`config.mk`:
```
export PLATFORM = sky130hd
export DESIGN_NAME = hlvp_search
export DESIGN_NICKNAME = d
export VERILOG_FILES = /design/src/sv/hlvp_pkg.sv /design/src/sv/hlvp_search.sv
export SDC_FILE = /design/constraint.sdc
export NUM_CORES = 1
export LEC_CHECK = 0
export ABC_AREA = 1
export BUFFER_PORTS_ARGS = -buffer_cell sky130_fd_sc_hd__buf_2
export CAP_MARGIN = 15
export CORE_ASPECT_RATIO = 0.5
export CORE_MARGIN = 5
export CORE_UTILIZATION = 25
export DETAILED_ROUTE_END_ITERATION = 6
export GPL_TIMING_DRIVEN = 0
export PLACE_DENSITY = 0.42
export REMOVE_ABC_BUFFERS = 1
export SLEW_MARGIN = 20
export SYNTH_ARGS = -nofsm -noshare
export SYNTH_HDL_FRONTEND = slang
export SYNTH_SLANG_ARGS = --single-unit
```
`constraint.sdc`:
```
create_clock -name clk -period 6.17 [get_ports clk]
set_clock_uncertainty 0.1 [all_clocks]
set_input_delay 0.3085 -clock clk [delete_from_list [all_inputs] [get_ports clk]]
set_output_delay 0.3085 -clock clk [all_outputs]
set_load 0.05 [all_outputs]
```
`src/sv/hlvp_pkg.sv`:
```
package hlvp_pkg;

    // command codes of the input request
    localparam logic [1:0] CMD_VOTE   = 2'd0;
    localparam logic [1:0] CMD_SEARCH = 2'd1;
    localparam logic [1:0] CMD_CLEAR  = 2'd2;

    // configuration register indexes
    localparam logic [2:0] REG_IMAGE_WIDTH  = 3'd0;
    localparam logic [2:0] REG_IMAGE_HEIGHT = 3'd1;
    localparam logic [2:0] REG_BLOCK_THETA  = 3'd2;
    localparam logic [2:0] REG_BLOCK_RHO    = 3'd3;
    localparam logic [2:0] REG_THRESHOLD    = 3'd4;

    localparam int THETA_BITS = 8;
    localparam int CNT_BITS   = 16;

    // lengths and rho counts, wide enough for any image size in range
    typedef logic [CNT_BITS-1:0] cnt_t;

    typedef struct packed {
        logic        found;
        logic [7:0]  theta;
        logic [10:0] rho;
        logic [15:0] votes;
    } search_res_t;

    // sin(deg) in unsigned q1.14, deg 0..90
    localparam logic [14:0] SIN_Q14 [91] = '{
        15'd0,     15'd286,   15'd572,   15'd857,   15'd1143,
        15'd1428,  15'd1713,  15'd1997,  15'd2280,  15'd2563,
        15'd2845,  15'd3126,  15'd3406,  15'd3686,  15'd3964,
        15'd4240,  15'd4516,  15'd4790,  15'd5063,  15'd5334,
        15'd5604,  15'd5872,  15'd6138,  15'd6402,  15'd6664,
        15'd6924,  15'd7182,  15'd7438,  15'd7692,  15'd7943,
        15'd8192,  15'd8438,  15'd8682,  15'd8923,  15'd9162,
        15'd9397,  15'd9630,  15'd9860,  15'd10087, 15'd10311,
        15'd10531, 15'd10749, 15'd10963, 15'd11174, 15'd11381,
        15'd11585, 15'd11786, 15'd11982, 15'd12176, 15'd12365,
        15'd12551, 15'd12733, 15'd12911, 15'd13085, 15'd13255,
        15'd13421, 15'd13583, 15'd13741, 15'd13894, 15'd14044,
        15'd14189, 15'd14330, 15'd14466, 15'd14598, 15'd14726,
        15'd14849, 15'd14968, 15'd15082, 15'd15191, 15'd15296,
        15'd15396, 15'd15491, 15'd15582, 15'd15668, 15'd15749,
        15'd15826, 15'd15897, 15'd15964, 15'd16026, 15'd16083,
        15'd16135, 15'd16182, 15'd16225, 15'd16262, 15'd16294,
        15'd16322, 15'd16344, 15'd16362, 15'd16374, 15'd16382,
        15'd16384
    };

    function automatic logic [14:0] sin_q14(input logic [6:0] deg);
        logic [14:0] v;
        v = 15'd0;
        if (deg <= 7'd90)
        begin
            v = SIN_Q14[deg];
        end
        return v;
    endfunction

endpackage

```
`src/sv/hlvp_search.sv`:
```
module hlvp_search #(
    parameter int RA         = 11,
    parameter int VOTE_BITS  = 16,
    parameter int ANGLE_BINS = 180
) (
    input  logic                  clk,
    input  logic                  rst_n,
    input  logic                  start,
    input  logic [7:0]            t0,
    input  logic [10:0]           r0,
    input  logic [7:0]            bts,
    input  logic [11:0]           brs,
    input  hlvp_pkg::cnt_t        rho_bins,
    input  logic [15:0]           thr,
    output logic [RA+7:0]         rd_addr,
    input  logic [VOTE_BITS-1:0]  rd_data,
    output logic                  done,
    output hlvp_pkg::search_res_t res
);

    logic                 run_reg, done_reg, null_reg;
    logic [7:0]           t_reg, rt_reg, bt_reg;
    hlvp_pkg::cnt_t       r_reg, r0_reg, rend_reg;
    logic [8:0]           tend_reg;
    logic [10:0]          rr_reg, br_reg;
    logic                 rv_reg, rlast_reg, rfirst_reg, first_reg;
    logic [VOTE_BITS-1:0] best_reg;

    logic                 oor, zero;
    logic [8:0]           t_sum, t_end;
    hlvp_pkg::cnt_t       r_sum, r_end;
    logic                 r_wrap, last;

    assign oor   = (t0 >= 8'(ANGLE_BINS)) || (hlvp_pkg::cnt_t'(r0) >= rho_bins);
    assign zero  = (bts == 8'd0) || (brs == 12'd0);
    assign t_sum = 9'(t0) + 9'(bts);
    assign r_sum = hlvp_pkg::cnt_t'(r0) + hlvp_pkg::cnt_t'(brs);
    assign t_end = zero ? 9'(t0) + 9'd1 : ((t_sum > 9'(ANGLE_BINS)) ? 9'(ANGLE_BINS) : t_sum);
    assign r_end = zero ? hlvp_pkg::cnt_t'(r0) + 16'd1 : ((r_sum > rho_bins) ? rho_bins : r_sum);

    assign r_wrap  = (r_reg + 16'd1 == rend_reg);
    assign last    = r_wrap && (9'(t_reg) + 9'd1 == tend_reg);
    assign rd_addr = {t_reg, r_reg[RA-1:0]};

    assign done      = done_reg;
    assign res.found = !null_reg && (32'(best_reg) > 32'(thr));
    assign res.theta = null_reg ? 8'd0 : bt_reg;
    assign res.rho   = null_reg ? 11'd0 : br_reg;
    assign res.votes = null_reg ? 16'd0 : 16'(32'(best_reg));

    always_ff @(posedge clk or negedge rst_n)
    begin
        if (!rst_n)
        begin
            run_reg  <= 1'b0;
            done_reg <= 1'b0;
            rv_reg   <= 1'b0;
        end
        else
        begin
            rv_reg <= run_reg;
            if (start)
            begin
                run_reg  <= !oor;
                done_reg <= oor;
            end
            else
            begin
                if (run_reg && last)
                begin
                    run_reg <= 1'b0;
                end
                if (rv_reg && rlast_reg)
                begin
                    done_reg <= 1'b1;
                end
            end
        end
    end

    always_ff @(posedge clk)
    begin
        if (start)
        begin
            null_reg  <= oor;
            t_reg     <= t0;
            r_reg     <= hlvp_pkg::cnt_t'(r0);
            r0_reg    <= hlvp_pkg::cnt_t'(r0);
            tend_reg  <= t_end;
            rend_reg  <= r_end;
            first_reg <= 1'b1;
        end
        else if (run_reg)
        begin
            first_reg <= 1'b0;
            if (r_wrap)
            begin
                r_reg <= r0_reg;
                t_reg <= t_reg + 8'd1;
            end
            else
            begin
                r_reg <= r_reg + 16'd1;
            end
        end
        // cell coordinates travel alongside the read
        rt_reg     <= t_reg;
        rr_reg     <= 11'(r_reg);
        rlast_reg  <= last;
        rfirst_reg <= first_reg;
        // first strict maximum in scan order
        if (rv_reg && (rfirst_reg || rd_data > best_reg))
        begin
            best_reg <= rd_data;
            bt_reg   <= rt_reg;
            br_reg   <= rr_reg;
        end
    end

endmodule

```
==> metrics.cfg <==
[yosys]
syn-cell-area_mm2=0.008248
ys_types=49
ys_ff_latch=121
syn_inst=1031
ys_async_sr_fraction_pct=2.479
synth_warnings=0
syn_avg_cell_area_um2=8.000
synth_edf_count=91
synthFlopType=edfxtp_1
seq_area_frac_synth_pct=40.59

[sta]
setup_viol=0
worstMarginPinSlew_ns=0.8926
hold_viol_final=0
tns_ns=0
drv_slew=0
fin_crit_sh_pct=65.57
slew_headroom_pct=40.28
clock.fmax_ghz=0.2472
hold_slack_ns=0.07474
rsz0062_at_grt=false
period_needed_ns=4.046

[place]
io_buffer_count=145
dp_hpwl_um=19370
place.gp.congestion=0.8193

[cts]
cts_tree=built
path_clk_slew_ns=0.06
postCtsSetupRepairBufs=0
cts_inserted_buffers=17
cts_buffer_depth=2
cts_sinks=121
cts_hold_buf=17
clkLatencyLatePin_ns=0.42
htreeDepth=4
cts-resized-gates=0
root_buffer=clkbuf_16

[worst_setup_path]
cp-startpoint=r0[0]
end_kind=register
arrival_ns=4.19
crit_path_start_kind=input pin
crit_path_max_fanout=13
path_class=input pin to register
r2r_cells=11
r2r_setup_slack_ns=2.33
cp.required_ns=6.31
rr_startpoint=r_reg[0]$_DFFE_PP_

[min_path]
min_path_type=input pin to register
holdPathStages=1
worstHoldStart=r0[0]

[drt]
wl_um=23850
routedWlPerCell_um=14.48
drt_iter0_drc=281
drtPass1Iterations=4
viasPerCell=4.359
final_antenna_net_count=0
drc=0
vias=7180

[global_routing]
grt.overflow.total=0
grt_antenna_before_repair=1
grt_max_degree=67
grt_pass1_wl_um=38320
grt_pass1_vias=7227
track_usage_pct=12.81

[die]
initial_core_util_pct=25.14
ios=146
core_area_mm2=0.03281
die_w_um=266.9
num_rows=47
die_area_mm2=0.03694
die_h_um=138.4

[finish]
ff_latch_area_mm2=0.003348
area_growth_pct=23.73
drive_gt1_share_pct=16.76
multiInputGateArea_mm2=0.004128
nFillCells=3524
final_nets=1364
finish.utilization_pct=31.10

[flow_run]
maxCapViolations=0

[pwr]
leakage_nw=5.013
power.density_mw_per_mm2=268.0
irDropWorstVdd_mv=0.1643

[outcome]
run_status=completed

## Yosys cell counts, drive strengths merged (3+ instances only)
master / count / area [um2]
o211ai: 11 / 82.58
a21oi: 47 / 235.2
xnor2: 10 / 87.58
xor2: 14 / 122.6
nor4: 6 / 37.54
nor3: 11 / 66.32
edfxtp: 91 / 2733
clkbuf: 11 / 41.29
nand3: 95 / 475.5
a21boi: 3 / 22.52
nand3b: 10 / 75.07
dfxtp: 27 / 540.5
buf: 15 / 111.4
o21ai: 37 / 188.9
nand2: 248 / 945.9
inv: 168 / 630.6
dfrtp: 3 / 75.07
o22ai: 4 / 25.02
or2: 7 / 43.79
ha: 80 / 1001
nor2: 92 / 389.1
nand4: 18 / 112.6
## through the flow
stage / power [W] / setup slack [ns] / instances / instance area (um2)
final: 0.002735 / 2.124 / 1647 / 10200
after global routing: 0.002901 / 1.697 / 1647 / 10200
after CTS: 0.002782 / 2.082 / 1646 / 10200
after detailed placement: 0.001760 / 1.658 / 1597 / 9452
after global placement: 0.001739 / 1.532 / 1593 / 9380
after floorplan: 0.001523 / 2.656 / 1007 / 8103
## power by group
| group | switching, W | leakage (nW) | total, W | internal (W) |
|---|---|---|---|---|
| combinational | 0.000465 | 3.57 | 0.000691 | 0.000227 |
| sequential | 0.0000630 | 1.15 | 0.00105 | 0.000987 |
| clock | 0.000422 | 0.287 | 0.000994 | 0.000572 |
## worst paths after layout
check                                        end
max                        rend_reg[8]$_DFFE_PP_
min                          r0_reg[0]$_DFFE_PP_
max reg2reg                   t_reg[0]$_DFFE_PP_
min reg2reg                   rfirst_reg$_DFF_P_
max in group asynchronous    run_reg$_DFFE_PN0P_
min in group asynchronous       done$_DFFE_PN0P_
## cells by family (layout without fill, tap and decap cells)
kind of cell    Yosys count  in the layout  share of synthesized area [%]
buf+inv                 195            367                          9.542
compound gates          115            115                          7.949
fa+ha+maj                82             82                          12.62
xor+xnor                 25             25                          2.822
flops                   121            121                          40.59
simple gates            492            492                          26.43
other cells               1              4                        0.04547
## worst max-delay path, cell delays in order
cell and delay [ns]:
buf_2 0.15, ha_1 0.19, inv_1 0.06, fa_1 0.40, nand3b_1 0.18, nand2_1 0.11, a21oi_1 0.10, o21ai_0 0.28
a21boi_0 0.20, xor2_1 0.20, ha_1 0.30, nand2_1 0.04, inv_1 0.08, nand3_1 0.07, nor3b_1 0.32, nand2_1 0.11
nand2_1 0.08, nand2_1 0.06, nor2_1 0.68, nand2_1 0.11, o211ai_1 0.14
## area by class of cell
| class | count | share of cell area, % |
|---|---|---|
| inverters | 169 | 6.216 |
| multi-input cells | 717 | 40.45 |
| repair buffers | 166 | 9.404 |
| clock buffers | 17 | 4.169 |
| diodes | 1 | 0.02452 |
| clock inverters | 15 | 1.520 |
| well taps | 441 | 5.407 |
| flip-flops and latches | 121 | 32.81 |
## layout by cell type (no fill, tap or decap), drive strengths merged, types with 7 or more instances in the layout
master	instances
a21oi	47
buf	149
clkbuf	17
dfxtp	27
dlygate4sd3	17
edfxtp	91
ha	80
inv	178
nand2	248
nand3	95
nand3b	10
nand4	18
nor2	92
nor3	11
o211ai	11
o21ai	37
or2	7
xnor2	10
xor2	14
## routing by layer
layer / vias to the layer above / part of all wire (%) / GRT usage (%)
met2: 109 / 46 / 21.45
met4: 0 / 0.95 / 2.396
met5: - / 0 / 0
met3: 14 / 3.6 / 2.557
met1: 3317 / 49 / 17.39
li1: 3740 / - / -
No activity file was read; power rests on OpenSTA's default activity.
