[config.mk]
export PLATFORM = sky130hd
export DESIGN_NAME = hlvp_vote
export DESIGN_NICKNAME = d
export VERILOG_FILES = /design/src/sv/hlvp_pkg.sv /design/src/sv/hlvp_vote.sv
export SDC_FILE = /design/constraint.sdc
export NUM_CORES = 1
export LEC_CHECK = 0
export BUFFER_PORTS_ARGS = -buffer_cell sky130_fd_sc_hd__buf_4
export CAP_MARGIN = 10
export CORE_MARGIN = 2
export CORE_UTILIZATION = 30
export CTS_BUF_LIST = sky130_fd_sc_hd__clkbuf_16
export DETAILED_ROUTE_END_ITERATION = 10
export HOLD_SLACK_MARGIN = 0.15
export PLACE_DENSITY = 0.52
export SYNTH_ARGS = -nofsm -noshare
export SYNTH_HDL_FRONTEND = slang
export SYNTH_SLANG_ARGS = --single-unit
[constraint.sdc]
create_clock -name clk -period 13.4 [get_ports clk]
set_input_delay 0.67 -clock clk [delete_from_list [all_inputs] [get_ports clk]]
set_output_delay 0.67 -clock clk [all_outputs]
set_load 0.05 [all_outputs]
[src/sv/hlvp_pkg.sv]
package hlvp_pkg;

    // command codes of the input request
    localparam logic [1:0] CMD_VOTE   = 2'd0;
    localparam logic [1:0] CMD_SEARCH = 2'd1;
    localparam logic [1:0] CMD_CLEAR  = 2'd2;

    // configuration register indexes
    localparam logic [2:0] REG_IMAGE_WIDTH  = 3'd0;
    localparam logic [2:0] REG_IMAGE_HEIGHT = 3'd1;
    localparam logic [2:0] REG_BLOCK_THETA  = 3'd2;
    localparam logic [2:0] REG_BLOCK_RHO    = 3'd3;
    localparam logic [2:0] REG_THRESHOLD    = 3'd4;

    localparam int THETA_BITS = 8;
    localparam int CNT_BITS   = 16;

    // lengths and rho counts, wide enough for any image size in range
    typedef logic [CNT_BITS-1:0] cnt_t;

    typedef struct packed {
        logic        found;
        logic [7:0]  theta;
        logic [10:0] rho;
        logic [15:0] votes;
    } search_res_t;

    // sin(deg) in unsigned q1.14, deg 0..90
    localparam logic [14:0] SIN_Q14 [91] = '{
        15'd0,     15'd286,   15'd572,   15'd857,   15'd1143,
        15'd1428,  15'd1713,  15'd1997,  15'd2280,  15'd2563,
        15'd2845,  15'd3126,  15'd3406,  15'd3686,  15'd3964,
        15'd4240,  15'd4516,  15'd4790,  15'd5063,  15'd5334,
        15'd5604,  15'd5872,  15'd6138,  15'd6402,  15'd6664,
        15'd6924,  15'd7182,  15'd7438,  15'd7692,  15'd7943,
        15'd8192,  15'd8438,  15'd8682,  15'd8923,  15'd9162,
        15'd9397,  15'd9630,  15'd9860,  15'd10087, 15'd10311,
        15'd10531, 15'd10749, 15'd10963, 15'd11174, 15'd11381,
        15'd11585, 15'd11786, 15'd11982, 15'd12176, 15'd12365,
        15'd12551, 15'd12733, 15'd12911, 15'd13085, 15'd13255,
        15'd13421, 15'd13583, 15'd13741, 15'd13894, 15'd14044,
        15'd14189, 15'd14330, 15'd14466, 15'd14598, 15'd14726,
        15'd14849, 15'd14968, 15'd15082, 15'd15191, 15'd15296,
        15'd15396, 15'd15491, 15'd15582, 15'd15668, 15'd15749,
        15'd15826, 15'd15897, 15'd15964, 15'd16026, 15'd16083,
        15'd16135, 15'd16182, 15'd16225, 15'd16262, 15'd16294,
        15'd16322, 15'd16344, 15'd16362, 15'd16374, 15'd16382,
        15'd16384
    };

    function automatic logic [14:0] sin_q14(input logic [6:0] deg);
        logic [14:0] v;
        v = 15'd0;
        if (deg <= 7'd90)
        begin
            v = SIN_Q14[deg];
        end
        return v;
    endfunction

endpackage

[src/sv/hlvp_vote.sv]
module hlvp_vote #(
    parameter int RA         = 11,
    parameter int VOTE_BITS  = 16,
    parameter int RHO_CAP    = 2048,
    parameter int ANGLE_BINS = 180
) (
    input  logic                 clk,
    input  logic                 rst_n,
    input  logic                 start,
    input  logic [8:0]           px,
    input  logic [8:0]           py,
    input  hlvp_pkg::cnt_t       len,
    output logic                 busy,
    output logic [RA+7:0]        rd_addr,
    input  logic [VOTE_BITS-1:0] rd_data,
    output logic                 wr_en,
    output logic [RA+7:0]        wr_addr,
    output logic [VOTE_BITS-1:0] wr_data
);

    logic                 run_reg, run_next;
    logic [7:0]           ang_reg, ang_next;
    logic [8:0]           px_reg, py_reg;
    hlvp_pkg::cnt_t       len_reg;
    logic                 s1_vld_reg;
    logic [7:0]           s1_ang_reg;
    logic signed [25:0]   s1_pxc_reg, s1_pys_reg;
    logic                 s2_vld_reg;
    logic [RA+7:0]        s2_addr_reg;

    logic [6:0]           ad;
    logic [14:0]          cos_u, sin_u;
    logic signed [15:0]   cos_s, sin_s;
    logic signed [25:0]   pxc, pys;
    logic signed [31:0]   r_sum, lim, pos;
    logic [17:0]          bin;
    logic                 hit;

    // stage 0: angle counter, table lookup and the two products
    assign ad    = (ang_reg < 8'd90) ? 7'(8'd90 - ang_reg) : 7'(ang_reg - 8'd90);
    assign cos_u = hlvp_pkg::sin_q14(7'(7'd90 - ad));
    assign sin_u = hlvp_pkg::sin_q14(ad);
    assign cos_s = signed'({1'b0, cos_u});
    assign sin_s = (ang_reg < 8'd90) ? -signed'({1'b0, sin_u}) : signed'({1'b0, sin_u});
    assign pxc   = signed'({1'b0, px_reg}) * cos_s;
    assign pys   = signed'({1'b0, py_reg}) * sin_s;

    // stage 1: sum, range check, read address
    assign r_sum   = 32'(s1_pxc_reg) + 32'(s1_pys_reg);
    assign lim     = signed'({2'b00, len_reg, 14'd0});
    assign pos     = lim + r_sum;
    assign bin     = pos[31:14];
    assign hit     = s1_vld_reg && (r_sum > -lim) && (r_sum < lim) && (bin < 18'(RHO_CAP));
    assign rd_addr = {s1_ang_reg, bin[RA-1:0]};

    // stage 2: saturating increment and write back
    assign wr_en   = s2_vld_reg;
    assign wr_addr = s2_addr_reg;
    assign wr_data = (&rd_data) ? rd_data : rd_data + VOTE_BITS'(1);

    assign busy = run_reg | s1_vld_reg | s2_vld_reg;

    always_comb
    begin
        run_next = run_reg;
        ang_next = ang_reg;
        if (start)
        begin
            run_next = 1'b1;
            ang_next = 8'd0;
        end
        else if (run_reg)
        begin
            ang_next = ang_reg + 8'd1;
            if (ang_reg == 8'(ANGLE_BINS - 1))
            begin
                run_next = 1'b0;
            end
        end
    end

    always_ff @(posedge clk or negedge rst_n)
    begin
        if (!rst_n)
        begin
            run_reg    <= 1'b0;
            ang_reg    <= 8'd0;
            s1_vld_reg <= 1'b0;
            s2_vld_reg <= 1'b0;
        end
        else
        begin
            run_reg    <= run_next;
            ang_reg    <= ang_next;
            s1_vld_reg <= run_reg;
            s2_vld_reg <= hit;
        end
    end

    always_ff @(posedge clk)
    begin
        if (start)
        begin
            px_reg  <= px;
            py_reg  <= py;
            len_reg <= len;
        end
        s1_ang_reg  <= ang_reg;
        s1_pxc_reg  <= pxc;
        s1_pys_reg  <= pys;
        s2_addr_reg <= rd_addr;
    end

endmodule

==> results of run 1 <==
## per-stage QoR
stage	area [um2]	worst slack [ps]	hold slack, ps	cells	util (%)
finish	22550	1802	350.2	3361	33.58
global route	22550	1027	320.6	3361	33.58
CTS	22550	2080	308.2	3361	33.58
detailed placement	21960	2091	337.1	3328	32.69
global placement	21960	2364	341.2	3328	32.69
floorplan	20370	3899	342.2	2435	-
## worst max-delay path: cells and delay by family, from the launching register on
| family | cells | cell delay, ps |
|---|---|---|
| AND/OR/NAND/NOR | 8 | 1510 |
| buffers and inverters | 6 | 1210 |
| flip-flops | 1 | 650 |
| XOR/XNOR | 2 | 990 |
| AO/OA/AOI/OAI | 13 | 3470 |
| adder cells (fa/ha/maj) | 8 | 3630 |
## how the worst max path moves through the flow
| stage | start | end | slack (ps) | depth (start not counted) |
|---|---|---|---|---|
| 2_1_floorplan | ang_reg[1]$_DFFE_PN0P_ | s1_pys_reg[25]$_DFF_P_ | 3900 | 40 |
| 3_3_place_gp | ang_reg[1]$_DFFE_PN0P_ | s1_pys_reg[25]$_DFF_P_ | 2360 | 38 |
| 3_5_place_dp | ang_reg[1]$_DFFE_PN0P_ | s1_pys_reg[25]$_DFF_P_ | 2090 | 37 |
| 4_1_cts | ang_reg[1]$_DFFE_PN0P_ | s1_pys_reg[25]$_DFF_P_ | 2080 | 37 |
| 5_1_grt | ang_reg[1]$_DFFE_PN0P_ | s1_pys_reg[25]$_DFF_P_ | 1030 | 38 |
| 6_report | ang_reg[1]$_DFFE_PN0P_ | s1_pys_reg[25]$_DFF_P_ | 1800 | 37 |
## cell families (layout without fill, tap and decap cells)
family                   Yosys count  after routing  share of synthesized area [%]
AND/OR/NAND/NOR                  721            721                          17.64
AO/OA/AOI/OAI                    579            579                          19.33
buffers and inverters            453            506                          8.753
adder cells (fa/ha/maj)          416            416                          33.51
flip-flops                       122            122                          13.93
XOR/XNOR                         120            120                          5.491
multiplexers                      24             24                          1.345
## layer usage
metal | share of wire, % | global-route usage (%) | vias up
li1 | - | - | 8344
met1 | 45 | 22.75 | 8681
met2 | 47 | 28.72 | 573
met3 | 5.6 | 2.898 | 102
met4 | 2.8 | 6.158 | 0
met5 | 0 | 0 | -
## cells in the final DEF (no fill, tap or decap), types with 28 or more instances in the layout
master / instances
a21o_1: 32
a21oi_1: 120
a31oi_1: 33
and2_1: 107
buf_4: 128
dfxtp_1: 77
edfxtp_1: 34
fa_1: 216
ha_1: 200
inv_1: 342
nand2_1: 218
nand3_1: 51
nor2_1: 140
nor2b_1: 42
nor3_1: 51
o211ai_1: 28
o21ai_0: 110
xnor2_1: 87
## cell type report
cell class	instances	area [um2]
flip-flops and latches	122	2838
fillers	7010	44610
multi-input cells	1860	15770
clock inverters	13	108.9
inverters	345	1295
repair buffers	129	970.9
well taps	873	1092
clock buffers	19	475.5
==> key figures, run 1 <==
Clock network
  – TritonCTS buffer count: 17
  – Post CTS Setup Buffer Count: 0
  – CTS tree: yes
  – # clock sinks: between 100 and 150
  – Reg clk slew, reported paths: 70 ps
  – Max Buffers Root-to-Sink: 2
  – Post-cts sizing count: 0
  – Insertion delay to the later sink of the worst-skew pair: 490 ps
  – Hold-fix buffers, CTS: 1
  – Root Driver: clkbuf_16
  – Htree depth: 4

Logic synthesis
  – Leading area contributor after synthesis: fa_1
  – Mapped Avg Cell Area: 8.365 um2
  – Post-synth EDFFs: 34
  – Synth area leaders: fa_1 (21%), ha_1 (12%), dfxtp_1 (7.6%), inv_1 (6.3%), edfxtp_1 (5.0%)
  – Mapped Nets: approximately 2,900
  – Synth Instances: 2,435
  – Dominant synthesized flop cell: dfxtp_1
  – Mapped Area: 0.02037 mm2
  – Proportion of netlist area held by the largest area contributor: 21.23%
  – FF+latch count, synth: 122
  – Ys Warns: 0
  – Async SR Flop Fraction: under 10%
  – Most frequent cells after synthesis: inv_1 (341), nand2_1 (218), fa_1 (216)
  – Post-synthesis sequential area ratio: 13.93%
  – Netlist cell types: 96
  – Most frequent cell after synthesis: inv_1

Place
  – Port bufs: 108
  – GP Congestion: 0.9229
  – Detailed-placement wirelength estimate: around 46,000 um

Route
  – Residual DRC: 0
  – Routed WL per cell: 17.87 um
  – 1st-iter DRT viols: about 1,400
  – DR vias: 17,700
  – Vias per inst: 5.266
  – Drt total wl: 60,050 um
  – Remaining antenna violation count: 0
  – Total iterations of the first detailed-routing run: 6

Critical path
  – R2r endpoint: s1_pys_reg[25]$_DFF_P_
  – CP Capture Type: flop
  – R2r worst-path depth: 37
  – Startpoint Class: flop
  – Slowest cell delay on critical path: 650 ps
  – FF-to-FF Start: ang_reg[1]$_DFFE_PN0P_
  – Crit-path most repeated cell: fa_1
  – Crit path kind: reg2reg
  – Slowest CP cell: dfrtp_1
  – Flop2flop setup slack: 1800 ps
  – Critical Path Fanout Max: 47
  – Worst EP arrival: 11,970 ps
  – Worst Path Required: 13,770 ps

STA
  – Final setup vio count: 0
  – Hold Violations, Final: 0
  – Fin crit share: 86.55%
  – Min Tclk post-route: 11,600 ps
  – Worst slew pin tran: 1217 ps
  – Slew HR: 18.50%
  – Fin Clk Skew: approximately 21 ps
  – Total negative setup slack: 0 ps
  – Final-report max-slew violation count: 0
  – RSZ-0062 raised after global routing: false
  – Peak Freq: 86.22 MHz

Finish
  – Area growth from synthesis to layout: 10.71%
  – Max reg flops: 26
  – Share of cells above drive strength 1: 8.521%
  – Final net count: 2,944
  – ANT cells: 0

Floorplan
  – Ports: 109
  – Initial Utilization: 30.33%
  – Core area: around 0.067 mm2
  – Chip height: around 260 um
  – Die X: 264.6 um
  – Std-Cell Rows: 95
  – Die ar.: 0.07000 mm2

Worst hold path
  – Min-Delay Endpoint: py_reg[4]$_DFFE_PP_
  – HP Start: py[4]
  – Worst hold stages: 1
  – Min-delay worst type: in2reg

GRT
  – Largest net degree at the start of global routing: between 50 and 60
  – Number of global-route vias before repair: around 18,000
  – Antenna violations before repair: 0
  – Grt ovf: 0
  – First-pass GRT wire length: 97,430 um
  – Gr usage total: 17.33%

Outcome
  – Outcome: completed

Run
  – Max-cap violations: 0
Power of run 1 is not shown: default switching activity piles up to over one toggle a cycle in this logic, so the estimate is an artifact.
==> inputs of run 2 (changes only) <==
--- a/config.mk
+++ b/config.mk
@@ -12,6 +12,7 @@
 export CTS_BUF_LIST = sky130_fd_sc_hd__clkbuf_16
 export DETAILED_ROUTE_END_ITERATION = 10
 export HOLD_SLACK_MARGIN = 0.15
+export MAX_ROUTING_LAYER = met4
 export PLACE_DENSITY = 0.52
 export SYNTH_ARGS = -nofsm -noshare
 export SYNTH_HDL_FRONTEND = slang
==> run 2 against run 1 <==
Effect of this change:
- flip-flop and latch count unchanged
- first-iteration DRC count up 8.7%
- non-clock buffer count up 2
- count of clock-buffer cells in the layout down 2
- highest routed layer unchanged
- setup slack better by 400 ps
- clock skew down 2.2 ps
- wire length up 1.3%
- utilization about the same
- cell count about the same
- maximum frequency up 3.6%
==> key figures, run 2 (synthesized netlist as in run 1, its figures left out) <==
Worst hold path
  – Min-Delay Endpoint: py_reg[2]$_DFFE_PP_ (was py_reg[4]$_DFFE_PP_)
  – Min-delay worst type: in2reg (unchanged)
  – Worst hold stages: 1 (unchanged)
  – HP Start: py[2] (was py[4])

Finish
  – Post-Layout Inst Area: 0.02255 mm2 (about the same)
  – Max reg flops: 26 (unchanged)
  – Final net count: 2,946 (was 2,944)
  – Area growth from synthesis to layout: 10.69% (was 10.71%)
  – ANT cells: 0 (unchanged)
  – Share of cells above drive strength 1: 8.715% (was 8.521%)
  – Final core occ: 33.57% (was 33.58%)
  – Most common cell after layout, fill and taps aside: inv_1 (unchanged)
  – Most frequent cells in the layout: inv_1 (342), nand2_1 (218), fa_1 (216) (unchanged)

Critical path
  – Slowest cell delay on critical path: 700 ps (was 650 ps)
  – Worst Path Required: 13,770 ps (about the same)
  – Critical Path Fanout Max: 16 (was 47)
  – Slowest CP cell: xor2_1 (was dfrtp_1)
  – Flop2flop setup slack: 2200 ps (was 1800 ps)
  – R2r endpoint: s1_pys_reg[25]$_DFF_P_ (unchanged)
  – CP Capture Type: flop (unchanged)
  – FF-to-FF Start: ang_reg[1]$_DFFE_PN0P_ (unchanged)
  – Crit path kind: reg2reg (unchanged)
  – Worst EP arrival: 11,570 ps (was 11,970 ps)
  – Startpoint Class: flop (unchanged)
  – R2r worst-path depth: 36 (was 37)

STA
  – Hold WS: 347.1 ps (was 350.2 ps)
  – Fin crit share: 83.58% (was 86.55%)
  – Final setup vio count: 0 (unchanged)
  – Hold Violations, Final: 0 (unchanged)
  – Total negative setup slack: 0 ps (unchanged)
  – Peak Freq: 89.28 MHz (was 86.22 MHz)
  – RSZ-0062 raised after global routing: false (unchanged)
  – Final-report max-slew violation count: 0 (unchanged)
  – Slew HR: 22.42% (was 18.50%)
  – Min Tclk post-route: 11,200 ps (was 11,600 ps)
  – Fin Clk Skew: 18.76 ps (was 20.98 ps)
  – Worst slew pin tran: 1158 ps (was 1217 ps)

Clock network
  – Post-cts sizing count: 0 (unchanged)
  – Max Buffers Root-to-Sink: 2 (unchanged)
  – Insertion delay to the later sink of the worst-skew pair: 490 ps (about the same)
  – Root Driver: clkbuf_16 (unchanged)
  – # clock sinks: 122 (unchanged)
  – TritonCTS buffer count: 17 (unchanged)
  – Hold-fix buffers, CTS: 1 (unchanged)
  – Htree depth: 4 (unchanged)
  – CTS tree: yes (unchanged)
  – Reg clk slew, reported paths: 70 ps (about the same)
  – Post CTS Setup Buffer Count: 0 (unchanged)

GRT
  – Gr usage total: 18.21% (was 17.33%)
  – Largest net degree at the start of global routing: 59 (unchanged)
  – Number of global-route vias before repair: 18,240 (was 18,130)
  – Antenna violations before repair: 0 (unchanged)
  – First-pass GRT wire length: 99,210 um (was 97,430 um)
  – Grt ovf: 0 (unchanged)

Run
  – Max-cap violations: 0 (unchanged)

Place
  – Post-Place Cell Area: 0.02197 mm2 (was 0.02196 mm2)
  – Port bufs: 108 (unchanged)
  – Detailed-placement wirelength estimate: 47,100 um (was 46,330 um)
  – GP Congestion: 0.9708 (was 0.9229)

Route
  – DR vias: 17,700 (about the same)
  – Total iterations of the first detailed-routing run: 5 (was 6)
  – Met3 WL: 3049 um (was 3345 um)
  – 1st-iter DRT viols: 1,491 (was 1,372)
  – WL met2: 28,220 um (was 27,990 um)
  – Highest Signal Layer: met4 (unchanged)
  – Residual DRC: 0 (unchanged)
  – Wire length on met1: 27,800 um (was 27,000 um)
  – Remaining antenna violation count: 0 (unchanged)
  – Vias per inst: 5.262 (was 5.266)
  – Routed WL per cell: 18.09 um (was 17.87 um)
  – Drt total wl: 60,850 um (was 60,050 um)

Floorplan
  – Core area: 0.06716 mm2 (unchanged)
  – Chip height: 264.6 um (unchanged)
  – Die X: 264.6 um (unchanged)
  – Die ar.: 0.07000 mm2 (unchanged)
  – Initial Utilization: 30.33% (unchanged)
  – Std-Cell Rows: 95 (unchanged)
  – Ports: 109 (unchanged)

Outcome
  – Outcome: completed (unchanged)
run 2: per-stage QoR:
step,setup slack [ps],cells
after CTS,2243,3363
after global routing,1494,3363
after detailed placement,2275,3330
after global placement,2633,3330
final,2200,3363
after floorplan,3899,2435
run 2: area by class of cell:
class                   instances  area (um2)
repair buffers                131       985.9
fillers                      6989       44610
well taps                     873        1092
clock buffers                  17       425.4
inverters                     345        1295
clock inverters                15       140.1
flip-flops and latches        122        2838
multi-input cells            1860       15770
run 2: worst max path at each step:
stage                            from                     end  slack (ps)
5_1_grt        ang_reg[1]$_DFFE_PN0P_  s1_pys_reg[25]$_DFF_P_        1490
6_report       ang_reg[1]$_DFFE_PN0P_  s1_pys_reg[25]$_DFF_P_        2200
2_1_floorplan  ang_reg[1]$_DFFE_PN0P_  s1_pys_reg[25]$_DFF_P_        3900
3_3_place_gp   ang_reg[1]$_DFFE_PN0P_  s1_pys_reg[25]$_DFF_P_        2630
3_5_place_dp   ang_reg[1]$_DFFE_PN0P_  s1_pys_reg[25]$_DFF_P_        2280
4_1_cts        ang_reg[1]$_DFFE_PN0P_  s1_pys_reg[25]$_DFF_P_        2240
run 2: critical path: cells and delay by family, from the launching register on:
kind / cells / cell delay (ps)
fa+ha+maj: 8 / 3670
compound gates: 13 / 3220
simple gates: 8 / 1740
xor+xnor: 2 / 1050
buf+inv: 5 / 740
flops: 1 / 670
run 2: per-layer routing:
| metal | global-route usage (%) | vias up |
|---|---|---|
| met2 | 29.09 | 565 |
| li1 | - | 8369 |
| met1 | 23.37 | 8663 |
| met4 | 6.526 | 0 |
| met5 | - | - |
| met3 | 2.815 | 100 |
Power of run 2 is left out for the same reason.
==> inputs of run 3 (changes only) <==
--- a/config.mk
+++ b/config.mk
@@ -13,7 +13,7 @@
 export DETAILED_ROUTE_END_ITERATION = 10
 export HOLD_SLACK_MARGIN = 0.15
 export MAX_ROUTING_LAYER = met4
-export PLACE_DENSITY = 0.52
+export PLACE_DENSITY = 0.54
 export SYNTH_ARGS = -nofsm -noshare
 export SYNTH_HDL_FRONTEND = slang
 export SYNTH_SLANG_ARGS = --single-unit
==> constraint.sdc (replaced) <==
create_clock -name clk -period 9.9 [get_ports clk]
set_input_delay 0.495 -clock clk [delete_from_list [all_inputs] [get_ports clk]]
set_output_delay 0.495 -clock clk [all_outputs]
set_load 0.05 [all_outputs]
==> run 3 against run 2 <==
Effect of this change:
- cell area grew 4.8%
- via count increased by 1.8%
- hold slack got worse by 150 ps
- global-route usage grew 0.43 points
- setup slack got worse by 1700 ps
- critical endpoint unchanged
- sequential share of layout area down 0.56 points
==> key figures, run 3 (synthesized netlist as in run 1, its figures left out) <==
Critical path
  – Slowest cell delay on critical path: 550 ps (was 700 ps)
  – Worst Path Required: 10,270 ps (was 13,770 ps)
  – R2r worst-path depth: 36 (unchanged)
  – Crit-path most repeated cell: fa_1
  – R2r endpoint: s1_pys_reg[25]$_DFF_P_ (unchanged)
  – Worst Path Buf+Inv: 6 (was 5)
  – Slowest CP cell: fa_1 (was xor2_1)
  – Flop2flop setup slack: 500 ps (was 2200 ps)
  – Critical Path Fanout Max: 13 (was 16)
  – CP Capture Type: flop (unchanged)
  – Worst EP arrival: 9780 ps (was 11,570 ps)
  – Delay-heaviest family, CP: compound AO/OA/AOI/OAI gates (was adder cells)
  – Crit path kind: reg2reg (unchanged)
  – FF-to-FF Start: ang_reg[1]$_DFFE_PN0P_ (unchanged)
  – Startpoint Class: flop (unchanged)

GRT
  – Grt ovf: 0 (unchanged)
  – First-pass GRT wire length: 100,700 um (was 99,210 um)
  – Largest net degree at the start of global routing: 59 (unchanged)
  – Number of global-route vias before repair: 18,310 (was 18,240)
  – Gr usage total: 18.64% (was 18.21%)
  – Antenna violations before repair: 1 (was 0)

Route
  – Routed WL per cell: 18.08 um (was 18.09 um)
  – Drt total wl: 62,820 um (was 60,850 um)
  – Residual DRC: 0 (unchanged)
  – Vias per inst: 5.184 (was 5.262)
  – Remaining antenna violation count: 0 (unchanged)
  – Total iterations of the first detailed-routing run: 7 (was 5)
  – 1st-iter DRT viols: 1,126 (was 1,491)
  – DR vias: 18,010 (was 17,700)

Finish
  – Reg area: 0.002840 mm2 (was 0.002838 mm2)
  – Most common cell after layout, fill and taps aside: inv_1 (unchanged)
  – ANT cells: 0 (unchanged)
  – Post-Layout Inst Area: 0.02363 mm2 (was 0.02255 mm2)
  – Final net count: 3,057 (was 2,946)
  – Area growth from synthesis to layout: 15.98% (was 10.69%)
  – Most frequent cells in the layout: inv_1 (342), nand2_1 (218), fa_1 (216) (unchanged)
  – Share of cells above drive strength 1: 11.84% (was 8.715%)
  – Max reg flops: 26 (unchanged)
  – # fillers: 6,905 (was 6,989)
  – Multi-input logic area: 0.01588 mm2 (was 0.01577 mm2)

Worst hold path
  – HP Start: px[4] (was py[2])
  – Worst hold stages: 1 (unchanged)
  – Min-delay worst type: in2reg (unchanged)
  – Min-Delay Endpoint: px_reg[4]$_DFFE_PP_ (was py_reg[2]$_DFFE_PP_)

Outcome
  – Outcome: completed (unchanged)

STA
  – Peak Freq: 106.3 MHz (was 89.28 MHz)
  – Slew HR: 21.11% (was 22.42%)
  – Fin crit share: 94.99% (was 83.58%)
  – Min Tclk post-route: 9404 ps (was 11,200 ps)
  – Worst slew pin tran: 1176 ps (was 1158 ps)
  – Hold Violations, Final: 0 (unchanged)
  – Fin Clk Skew: 14.56 ps (was 18.76 ps)
  – RSZ-0062 raised after global routing: true (was false)
  – Final worst slack: 495.7 ps (was 2200 ps)
  – Final setup vio count: 0 (unchanged)
  – Final-report max-slew violation count: 0 (unchanged)

Floorplan
  – Std-Cell Rows: 95 (unchanged)
  – Ports: 109 (unchanged)
  – Core area: 0.06716 mm2 (unchanged)
  – Initial Utilization: 30.33% (unchanged)
  – Die X: 264.6 um (unchanged)
  – Die ar.: 0.07000 mm2 (unchanged)
  – Chip height: 264.6 um (unchanged)

Place
  – Port bufs: 108 (unchanged)
  – Post-Place Cell Area: 0.02254 mm2 (was 0.02197 mm2)
  – Pre-CTS WS: 125.1 ps (was 2275 ps)
  – Detailed-placement wirelength estimate: 49,490 um (was 47,100 um)
  – GP Congestion: 0.9506 (was 0.9708)

Clock network
  – TritonCTS buffer count: 17 (unchanged)
  – Insertion delay to the later sink of the worst-skew pair: 490 ps (about the same)
  – Max Buffers Root-to-Sink: 2 (unchanged)
  – # clock sinks: 122 (unchanged)
  – Reg clk slew, reported paths: 70 ps (about the same)
  – Root Driver: clkbuf_16 (unchanged)
  – CTS tree: yes (unchanged)
  – Htree depth: 4 (unchanged)

Run
  – Max-cap violations: 0 (unchanged)
run 3: changes by cell type in the layout (fill, tap and decap cells not counted), moves of 3 or more:
cell | previous run | this run
buf_4 | 130 | 202
dlygate4sd3_1 | 1 | 33
buf_12 | 0 | 6
inv_6 | 5 | 2
o21ai_0 | 110 | 107
o21ai_1 | 14 | 17
run 3: metrics by stage:
step / std cells / util, % / TNS, ps / hold WS [ps]
after floorplan: 2435 / - / 0 / 199.4
after global placement: 3398 / 33.57 / 0 / 335.6
after detailed placement: 3398 / 33.57 / 0 / 337.9
after CTS: 3463 / 34.88 / 0 / 151.4
after global routing: 3474 / 35.18 / -24.78 / 180.2
final: 3474 / 35.18 / 0 / 201.9
run 3: repair_timing:
action | in CTS | in global routing
hold endpoints to repair | 43 | 0
hold buffers | 33 | 0
setup buffers | 0 | 10
gates resized for setup | 0 | 23
setup endpoints to repair | 0 | 4
run 3: worst max-delay path by stage:
stage	startpoint	endpoint	slack, ps	cells past startpoint
3_3_place_gp	ang_reg[6]$_DFFE_PN0P_	s1_pys_reg[25]$_DFF_P_	260	33
5_1_grt	ang_reg[2]$_DFFE_PN0P_	s1_pys_reg[25]$_DFF_P_	-20	37
6_report	ang_reg[1]$_DFFE_PN0P_	s1_pys_reg[25]$_DFF_P_	500	36
2_1_floorplan	ang_reg[1]$_DFFE_PN0P_	s1_pys_reg[25]$_DFF_P_	400	40
3_5_place_dp	ang_reg[6]$_DFFE_PN0P_	s1_pys_reg[25]$_DFF_P_	130	33
4_1_cts	ang_reg[6]$_DFFE_PN0P_	s1_pys_reg[25]$_DFF_P_	110	33
run 3: cell type report:
cell class	count	share of cell area [%]
clock inverter	15	0.5296
tap	873	4.623
inverter	345	5.481
sequential	122	12.02
clock buffer	17	1.801
multi-input combinational	1861	67.22
timing repair buffer	241	8.325
run 3: per-layer routing:
layer | up-vias | wire length (um) | global-route usage, %
met4 | 0 | 1789 | 7.033
met2 | 482 | 29640 | 29.96
met1 | 8834 | 28680 | 23.86
met3 | 99 | 2712 | 2.517
li1 | 8595 | - | -
met5 | - | 0 | -
run 3: worst register-to-register path: cells and delay by family (launching register included):
| kind | cells | cell delay (ps) |
|---|---|---|
| compound gates | 14 | 3210 |
| xor+xnor | 3 | 990 |
| fa+ha+maj | 6 | 2590 |
| buf+inv | 6 | 760 |
| flops | 1 | 410 |
| mux | 1 | 250 |
| simple gates | 6 | 1070 |
Power of run 3 is left out for the same reason.
